[src/rtl/ppmfd_pkg.sv]
package ppmfd_pkg;

  // Largest channel count the 3-bit channel fields can address
  localparam int unsigned MaxChannels = 8;

  // Configuration register indexes
  localparam logic [0:0] REG_TIMER_PERIOD = 1'b0;
  localparam logic [0:0] REG_SYNC_GAP     = 1'b1;

  // Configuration reset values
  localparam logic [15:0] TIMER_PERIOD_RST = 16'd60000;
  localparam logic [15:0] SYNC_GAP_RST     = 16'd2100;

  // Item kinds
  localparam logic KIND_EDGE = 1'b0;
  localparam logic KIND_READ = 1'b1;

  // Result codes
  typedef enum logic [2:0] {
    EV_ARMED     = 3'd0,
    EV_SYNC      = 3'd1,
    EV_STORED    = 3'd2,
    EV_DROPPED   = 3'd3,
    EV_READ_HIT  = 3'd4,
    EV_READ_MISS = 3'd5
  } ppmfd_event_t;

  typedef struct packed {
    logic        kind;
    logic [15:0] edge_time;
    logic [62:0] stamp_time;
    logic [2:0]  channel_index;
  } ppmfd_item_t;

  typedef struct packed {
    logic [2:0]  event_res;
    logic [2:0]  channel;
    logic [15:0] pulse_width;
    logic [15:0] min_width;
    logic [15:0] max_width;
    logic [62:0] update_stamp;
    logic [3:0]  channel_count;
  } ppmfd_result_t;

  // One channel record as kept in the channel memory
  typedef struct packed {
    logic [15:0] width;
    logic [15:0] min_w;
    logic [15:0] max_w;
    logic [62:0] stamp;
  } ppmfd_rec_t;

  localparam ppmfd_rec_t REC_RST = '{width: 16'h0000, min_w: 16'hFFFF,
                                     max_w: 16'h0000, stamp: 63'd0};

  // Decoded operation handed from the edge front end to the update stage
  typedef struct packed {
    ppmfd_event_t ev;
    logic [2:0]   chan;
    logic [15:0]  width;
    logic [62:0]  stamp;
    logic [3:0]   count;
  } ppmfd_op_t;

endpackage

[src/rtl/ppmfd_chan_mem.sv]
module ppmfd_chan_mem import ppmfd_pkg::*; #(
  parameter int unsigned NUM_CHANNELS = 6
) (
  input  logic       clk,
  input  logic       rst,
  input  logic       rd_en,
  input  logic [2:0] rd_chan,
  input  logic       wr_en,
  input  logic [2:0] wr_chan,
  input  ppmfd_rec_t wr_rec,
  output ppmfd_rec_t rd_rec
);

  localparam int unsigned AW = (NUM_CHANNELS > 1) ? $clog2(NUM_CHANNELS) : 1;

  ppmfd_rec_t              mem [NUM_CHANNELS];
  logic [NUM_CHANNELS-1:0] written;
  logic [AW-1:0]           rd_idx;
  logic [AW-1:0]           wr_idx;
  ppmfd_rec_t              mem_q;
  logic                    vld_q;
  logic                    fwd_q;
  ppmfd_rec_t              fwd_rec;

  // Out-of-range reads (misses) go to entry 0; their data is never used
  assign rd_idx = ({1'b0, rd_chan} < 4'(NUM_CHANNELS)) ? rd_chan[AW-1:0] : '0;
  assign wr_idx = wr_chan[AW-1:0];

  // Storage, no reset
  always_ff @(posedge clk) begin
    if (wr_en) begin
      mem[wr_idx] <= wr_rec;
    end
    if (rd_en) begin
      mem_q   <= mem[rd_idx];
      fwd_rec <= wr_rec;
    end
  end

  // Per-entry written flags and read-side bypass of a same-edge write
  always_ff @(posedge clk) begin
    if (rst) begin
      written <= '0;
      vld_q   <= 1'b0;
      fwd_q   <= 1'b0;
    end else begin
      if (wr_en) begin
        written[wr_idx] <= 1'b1;
      end
      if (rd_en) begin
        vld_q <= written[rd_idx];
        fwd_q <= wr_en && (wr_idx == rd_idx);
      end
    end
  end

  // Never-written entries read as their reset record
  always_comb begin
    if (fwd_q) begin
      rd_rec = fwd_rec;
    end else if (vld_q) begin
      rd_rec = mem_q;
    end else begin
      rd_rec = REC_RST;
    end
  end

endmodule

[src/rtl/ppmfd_edge_ctrl.sv]
module ppmfd_edge_ctrl import ppmfd_pkg::*; #(
  parameter int unsigned NUM_CHANNELS = 6
) (
  input  logic        clk,
  input  logic        rst,
  input  logic        accept,
  input  ppmfd_item_t item,
  input  logic [15:0] timer_period,
  input  logic [15:0] sync_gap,
  output ppmfd_op_t   op
);

  logic        armed, armed_next;
  logic [15:0] last_edge, last_edge_next;
  logic [3:0]  next_channel, next_channel_next;
  logic [3:0]  latched_count, latched_count_next;

  logic [16:0] period;
  logic [17:0] wrap_sum;
  logic [16:0] gap;
  logic        is_sync;
  logic [15:0] gap_sat;
  logic        read_hit;

  // Gap since the previous edge, modulo the timer period
  always_comb begin
    period   = (timer_period == 16'd0) ? 17'h10000 : {1'b0, timer_period};
    wrap_sum = 18'(item.edge_time) + 18'(period);
    if (item.edge_time > last_edge) begin
      gap = 17'(item.edge_time - last_edge);
    end else if (wrap_sum >= 18'(last_edge)) begin
      gap = 17'(wrap_sum - 18'(last_edge));
    end else begin
      gap = '0;
    end
    is_sync  = gap > {1'b0, sync_gap};
    gap_sat  = gap[16] ? 16'hFFFF : gap[15:0];
    read_hit = ({1'b0, item.channel_index} < latched_count) &&
               ({1'b0, item.channel_index} < 4'(NUM_CHANNELS));
  end

  // Next control state and decoded operation
  always_comb begin
    armed_next         = armed;
    last_edge_next     = last_edge;
    next_channel_next  = next_channel;
    latched_count_next = latched_count;
    op.ev    = EV_READ_MISS;
    op.chan  = '0;
    op.width = '0;
    op.stamp = item.stamp_time;
    if (item.kind == KIND_READ) begin
      op.chan = item.channel_index;
      op.ev   = read_hit ? EV_READ_HIT : EV_READ_MISS;
    end else if (!armed) begin
      armed_next     = 1'b1;
      last_edge_next = item.edge_time;
      op.ev          = EV_ARMED;
    end else begin
      last_edge_next = item.edge_time;
      op.width       = gap_sat;
      if (is_sync) begin
        latched_count_next = next_channel;
        next_channel_next  = '0;
        op.ev              = EV_SYNC;
      end else if (next_channel < 4'(NUM_CHANNELS)) begin
        next_channel_next = next_channel + 4'd1;
        op.chan           = next_channel[2:0];
        op.ev             = EV_STORED;
      end else begin
        op.ev = EV_DROPPED;
      end
    end
    op.count = latched_count_next;
  end

  always_ff @(posedge clk) begin
    if (rst) begin
      armed         <= 1'b0;
      last_edge     <= '0;
      next_channel  <= '0;
      latched_count <= '0;
    end else if (accept) begin
      armed         <= armed_next;
      last_edge     <= last_edge_next;
      next_channel  <= next_channel_next;
      latched_count <= latched_count_next;
    end
  end

endmodule

[src/rtl/ppm_frame_decoder.sv]
// PPM frame decoder: one edge or read item per cycle while the output is not stalled.
// An accepted item loads the update stage register along with the channel
// memory read, then the result register (channel memory read-modify-write);
// the result transfers once result_stall is low.
// One item per cycle, unless the output stalls, is kept by the memory read
// and write-back, with a bypass for back-to-back updates of one channel.
// Synchronous reset clears control state and loads the register defaults;
// channel records read as reset values until first written (no clear pass).
module ppm_frame_decoder import ppmfd_pkg::*; #(
  parameter int unsigned NUM_CHANNELS = 6
) (
  input  logic          clk,
  input  logic          rst,
  input  logic          item_valid,
  output logic          item_stall,
  input  ppmfd_item_t   item,
  output logic          result_valid,
  input  logic          result_stall,
  output ppmfd_result_t result,
  input  logic          cfg_valid,
  output logic          cfg_ready,
  input  logic [0:0]    cfg_index,
  input  logic [15:0]   cfg_data
);

  logic [15:0]   period_reg;
  logic [15:0]   sync_reg;
  logic          advance;
  logic          accept;
  ppmfd_op_t     op;
  logic          s1_valid;
  ppmfd_op_t     s1_op;
  ppmfd_rec_t    cur_rec;
  ppmfd_rec_t    new_rec;
  logic          wr_en;
  ppmfd_result_t res_next;

  // Configuration registers
  assign cfg_ready = 1'b1;

  always_ff @(posedge clk) begin
    if (rst) begin
      period_reg <= TIMER_PERIOD_RST;
      sync_reg   <= SYNC_GAP_RST;
    end else if (cfg_valid && cfg_ready) begin
      unique case (cfg_index)
        REG_TIMER_PERIOD: period_reg <= cfg_data;
        REG_SYNC_GAP:     sync_reg   <= cfg_data;
        default:          ;
      endcase
    end
  end

  // Handshake: update stage moves when the output register frees up
  assign advance    = !result_valid || !result_stall;
  assign item_stall = s1_valid && !advance;
  assign accept     = item_valid && !item_stall;

  ppmfd_edge_ctrl #(
    .NUM_CHANNELS(NUM_CHANNELS)
  ) u_edge_ctrl (
    .clk         (clk),
    .rst         (rst),
    .accept      (accept),
    .item        (item),
    .timer_period(period_reg),
    .sync_gap    (sync_reg),
    .op          (op)
  );

  ppmfd_chan_mem #(
    .NUM_CHANNELS(NUM_CHANNELS)
  ) u_chan_mem (
    .clk    (clk),
    .rst    (rst),
    .rd_en  (accept),
    .rd_chan(op.chan),
    .wr_en  (wr_en),
    .wr_chan(s1_op.chan),
    .wr_rec (new_rec),
    .rd_rec (cur_rec)
  );

  // Update stage register
  always_ff @(posedge clk) begin
    if (rst) begin
      s1_valid <= 1'b0;
    end else if (accept) begin
      s1_valid <= 1'b1;
    end else if (advance) begin
      s1_valid <= 1'b0;
    end
  end

  always_ff @(posedge clk) begin
    if (accept) begin
      s1_op <= op;
    end
  end

  // Record update and result assembly
  always_comb begin
    new_rec.width = s1_op.width;
    new_rec.min_w = (s1_op.width < cur_rec.min_w) ? s1_op.width : cur_rec.min_w;
    new_rec.max_w = (s1_op.width > cur_rec.max_w) ? s1_op.width : cur_rec.max_w;
    new_rec.stamp = s1_op.stamp;
    wr_en = s1_valid && advance && (s1_op.ev == EV_STORED);

    res_next.event_res     = s1_op.ev;
    res_next.channel       = s1_op.chan;
    res_next.pulse_width   = s1_op.width;
    res_next.min_width     = '0;
    res_next.max_width     = '0;
    res_next.update_stamp  = '0;
    res_next.channel_count = s1_op.count;
    unique case (s1_op.ev)
      EV_STORED: begin
        res_next.min_width    = new_rec.min_w;
        res_next.max_width    = new_rec.max_w;
        res_next.update_stamp = new_rec.stamp;
      end
      EV_READ_HIT: begin
        res_next.pulse_width  = cur_rec.width;
        res_next.min_width    = cur_rec.min_w;
        res_next.max_width    = cur_rec.max_w;
        res_next.update_stamp = cur_rec.stamp;
      end
      default: ;
    endcase
  end

  // Output register
  always_ff @(posedge clk) begin
    if (rst) begin
      result_valid <= 1'b0;
    end else if (advance) begin
      result_valid <= s1_valid;
    end
  end

  always_ff @(posedge clk) begin
    if (advance && s1_valid) begin
      result <= res_next;
    end
  end

  // Stored widths always lie inside the channel's running extremes
  assert property (@(posedge clk) disable iff (rst)
    result_valid && (result.event_res == EV_STORED) |->
      (result.min_width <= result.pulse_width) &&
      (result.pulse_width <= result.max_width))
    else $error("stored width outside min/max");

  // Latched count never exceeds the channel limit
  assert property (@(posedge clk) disable iff (rst)
    result_valid |-> (result.channel_count <= 4'(NUM_CHANNELS)))
    else $error("channel count above limit");

  // A read hit names a channel below the latched count
  assert property (@(posedge clk) disable iff (rst)
    result_valid && (result.event_res == EV_READ_HIT) |->
      ({1'b0, result.channel} < result.channel_count))
    else $error("read hit beyond latched count");

  // Input is held off only while the update stage is occupied and blocked
  assert property (@(posedge clk) disable iff (rst)
    item_stall |-> s1_valid && result_valid && result_stall)
    else $error("input stalled without backpressure");

endmodule
[config.mk]
export PLATFORM = sky130hd
export DESIGN_NAME = ppm_frame_decoder
export DESIGN_NICKNAME = d
export VERILOG_FILES = /design/src/rtl/ppmfd_pkg.sv /design/src/rtl/ppmfd_chan_mem.sv /design/src/rtl/ppmfd_edge_ctrl.sv /design/src/rtl/ppm_frame_decoder.sv
export SDC_FILE = /design/constraint.sdc
export NUM_CORES = 2
export LEC_CHECK = 0
export BUFFER_PORTS_ARGS = -buffer_cell sky130_fd_sc_hd__buf_2
export CORE_MARGIN = 1.5
export CORE_UTILIZATION = 55
export CTS_CLUSTER_SIZE = 12
export DETAILED_ROUTE_END_ITERATION = 7
export HOLD_SLACK_MARGIN = 0.06
export MAX_ROUTING_LAYER = met4
export PLACE_DENSITY = 0.82
export REMOVE_ABC_BUFFERS = 1
export SLEW_MARGIN = 40
export SYNTH_ARGS = -nofsm -noshare
export SYNTH_HDL_FRONTEND = slang
export SYNTH_SLANG_ARGS = --single-unit
[constraint.sdc]
create_clock -name clk -period 24 [get_ports clk]
set_input_delay 2.4 -clock clk [delete_from_list [all_inputs] [get_ports clk]]
set_output_delay 2.4 -clock clk [all_outputs]
set_load 0.01 [all_outputs]
==> results.cfg <==
[route]
routed_via_density = 6.20
drt_pass1_iterations = 6
drc_errors = 0
drt_wl_total_um = 111000
drtIter0Drc = 2934
vias = 28800
wl_per_cell_um = 24.0
ant_nets = 0

[timing]
finalHoldViolations = 0
rsz0062_at_grt = no
fin_setup_tns_ns = 0
maxSlewHeadroom_pct = 40.3
period_share_pct = 47.6
maxSlewViolCount = 0
layout_min_cycle_time_ns = 11.42
clock_skew_ns = 0.0760
finalSetupViolCount = 0
worst_pin_slew_ns = 0.890
fmax_ghz = 0.0876

[setup_path]
cpPeakStageDelay_ns = 0.68
r2r-end = u_chan_mem.mem_q[83]$_DFFE_PP_
r2r-start = period_reg[0]$_SDFFE_PP0P_
critPathMaxFanout = 58
critPathCaptureType = register
crit_required_ns = 24.42
reg2reg_slack_ns = 14.07
arrival_ns = 11.84
crit_slowest_cell = buf_6
critPathKind = in2reg
crit_path_start_kind = primary input
ff2ff_path_depth = 37

[grt]
grt_pass1_vias = 28700
grt.overflow.total = 0
grt_pass1_wl_um = 168000
track_usage_pct = 25.3
grt_antenna_before_repair = 4
grt_max_degree = 158

[final_layout]
final_common_cell = edfxtp_1
layout_common_cells = edfxtp_1, nand2_1, buf_2
finalNetCount = 3618
reg_top3 = u_chan_mem.mem: 666 flops, result: 121 flops
drive_above_1_share_pct = 19.0
final_cells = 4640
final_area_um2 = 54100
top_register = u_chan_mem.mem
areaGrowthSynthToFinish_pct = 12.2
nFillCells = 6012
largest_reg_flops = 666

[logic_synthesis]
syn_area_um2 = 48200
yosysSeqAreaShare_pct = 71.2
syn_area_per_cell_um2 = 15.0
yosysTopAreaCell = edfxtp_1
synth.mux.area_fraction_pct = 5.43
yosysWarnings = 0
synth_area_leaders = edfxtp_1, dfxtp_1, mux2i_1
ys_types = 86
yosys.area.top_type_share_pct = 68.4
async_flop_share_pct = 0
synth_top_family_by_area = compound AO/OA/AOI/OAI gates
synthSimpleGateAreaFrac_pct = 5.37
syn-instance-count = 3216
synth_compound_area_share_pct = 11.9
synthAdderAreaFrac_pct = 2.67
ys_seq_elements = 1165
synth_edf_count = 1098
synth_flop_cell = edfxtp_1
synth_xor_xnor_area_share_pct = 0.599

[min_path]
worstHoldStart = res_next[2]$_DFFE_PP_
holdPathStages = 0
hold_end = result[2]$_DFFE_PP_
hold_class = reg2reg

[placed_design]
dpl.hpwl_um = 63200
portBuffers = 227
place.gp.congestion = 0.942
placed_area_um2 = 50500
place_inst = 4446

[die]
core_region_area_um2 = 86800
die_h_um = 299
ios = 229
die_area_um2 = 89500
initial_core_util_pct = 55.6
die_x_um = 299
placementRows = 108

[clock_network]
h-tree-depth = 3
cts_resized = 0
cts_tree = yes
cts-buffers-inserted = 115
cts_buffer_depth = 3
clkTransAtPathRegs_ns = 0.06
post_cts_buffers = 0
hold_buffers = 0
cts_root_buf = clkbuf_16
clk_latency_ns = 0.72
clock_sinks = 1165

[power]
vdd_ir_drop_max_mv = 0.0741
seq_power_share_pct = 53.2
p_per_area_nw_per_um2 = 81.3
power.net_switching_mw = 1.03
switching_share_pct = 23.3
p_leak_nw = 19.3
clock_power_share_pct = 37.9
combPwrFrac_pct = 8.9
p_int_mw = 3.37

[flow_run]
max_cap_violations = 0

[outcome]
outcome = complete, no violations
[synth_stat cells (all sizes together), types with 5 or more instances]
library cell  instances
inv                 101
o21bai                5
nor3                  7
o211ai                8
nand2b               11
xor2                  9
o21ai               226
nand3                23
edfxtp             1098
a21o                 20
o31ai                 7
o22ai               143
nand4                13
or2                   6
xnor2                24
o21a                 26
a211oi              116
and2                  5
a22o                 31
mux2i               130
clkbuf              132
a32o                  5
a31oi                 8
a22oi                79
and3                117
nor2b                14
ha                   98
mux2                117
a21oi               102
nor4                  7
nand2               233
buf                  75
nor2                 93
dfxtp                67
a21boi                5
[power groups by stage]
stage	registers, mW	clock network [mW]	logic [mW]
after floorplan	2.39	0	0.258
after global placement	2.38	0	0.374
after detailed placement	2.38	0	0.384
after CTS	2.34	1.68	0.387
after global routing	2.34	1.76	0.429
final	2.34	1.67	0.392
[worst max-delay path by stage]
stage	startpoint	endpoint	slack [ns]	cells past startpoint
after floorplan	result_stall	u_edge_ctrl.last_edge[0]$_SDFFE_PP0P_	3.97	5
after global placement	item[66]	u_chan_mem.mem_q[51]$_DFFE_PP_	11.70	36
after detailed placement	item[66]	u_chan_mem.mem_q[83]$_DFFE_PP_	11.74	38
after CTS	item[66]	u_chan_mem.mem_q[83]$_DFFE_PP_	12.49	38
after global routing	item[66]	u_chan_mem.mem_q[78]$_DFFE_PP_	12.02	38
final	item[66]	u_chan_mem.mem_q[83]$_DFFE_PP_	12.58	38
[cell type report]
| cell class | count | area, um2 | share of cell area [%] |
|---|---|---|---|
| tap | 1155 | 1450 | 2.67 |
| clock inverter | 28 | 343 | 0.634 |
| sequential | 1165 | 34300 | 63.5 |
| clock buffer | 158 | 3100 | 5.73 |
| inverter | 103 | 387 | 0.715 |
| antenna | 4 | 10.0 | 0.0185 |
| timing repair buffer | 286 | 1820 | 3.36 |
| multi-input combinational | 1741 | 12700 | 23.4 |
[per-stage QoR]
| stage | power [mW] | hold slack [ns] | setup WS [ns] | util, % |
|---|---|---|---|---|
| 3_5_place_dp | 2.76 | 0.407 | 11.74 | 58.2 |
| 4_1_cts | 4.40 | 0.438 | 12.49 | 62.2 |
| 5_1_grt | 4.53 | 0.437 | 12.02 | 62.3 |
| 3_3_place_gp | 2.75 | 0.404 | 11.70 | 58.0 |
| 6_report | 4.40 | 0.437 | 12.58 | 62.3 |
| 2_1_floorplan | 2.64 | 0.400 | 3.97 | - |
[logic make-up (layout without fill, tap and decap cells)]
kind of cell	count (synthesis)	in the layout
buf+inv	310	575
other cells	1	5
simple gates	544	544
xor+xnor	33	33
compound gates	815	815
fa+ha+maj	101	101
flops	1165	1165
mux	247	247
[worst max-delay path: cells and delay by family]
| kind | cells | cell delay [ns] |
|---|---|---|
| fa+ha+maj | 4 | 1.00 |
| mux | 1 | 0.29 |
| xor+xnor | 1 | 0.09 |
| compound gates | 16 | 3.72 |
| buf+inv | 7 | 2.37 |
| simple gates | 9 | 1.76 |
[metal layers]
metal / track usage, % / vias to the layer above / wire length, um
li1: - / 12800 / -
met2: 41.1 / 1479 / 55000
met5: - / - / 0
met4: 8.12 / 0 / 3050
met3: 3.88 / 191 / 9480
met1: 32.8 / 14300 / 43700
Note: power is estimated with default switching activity, not from simulation.
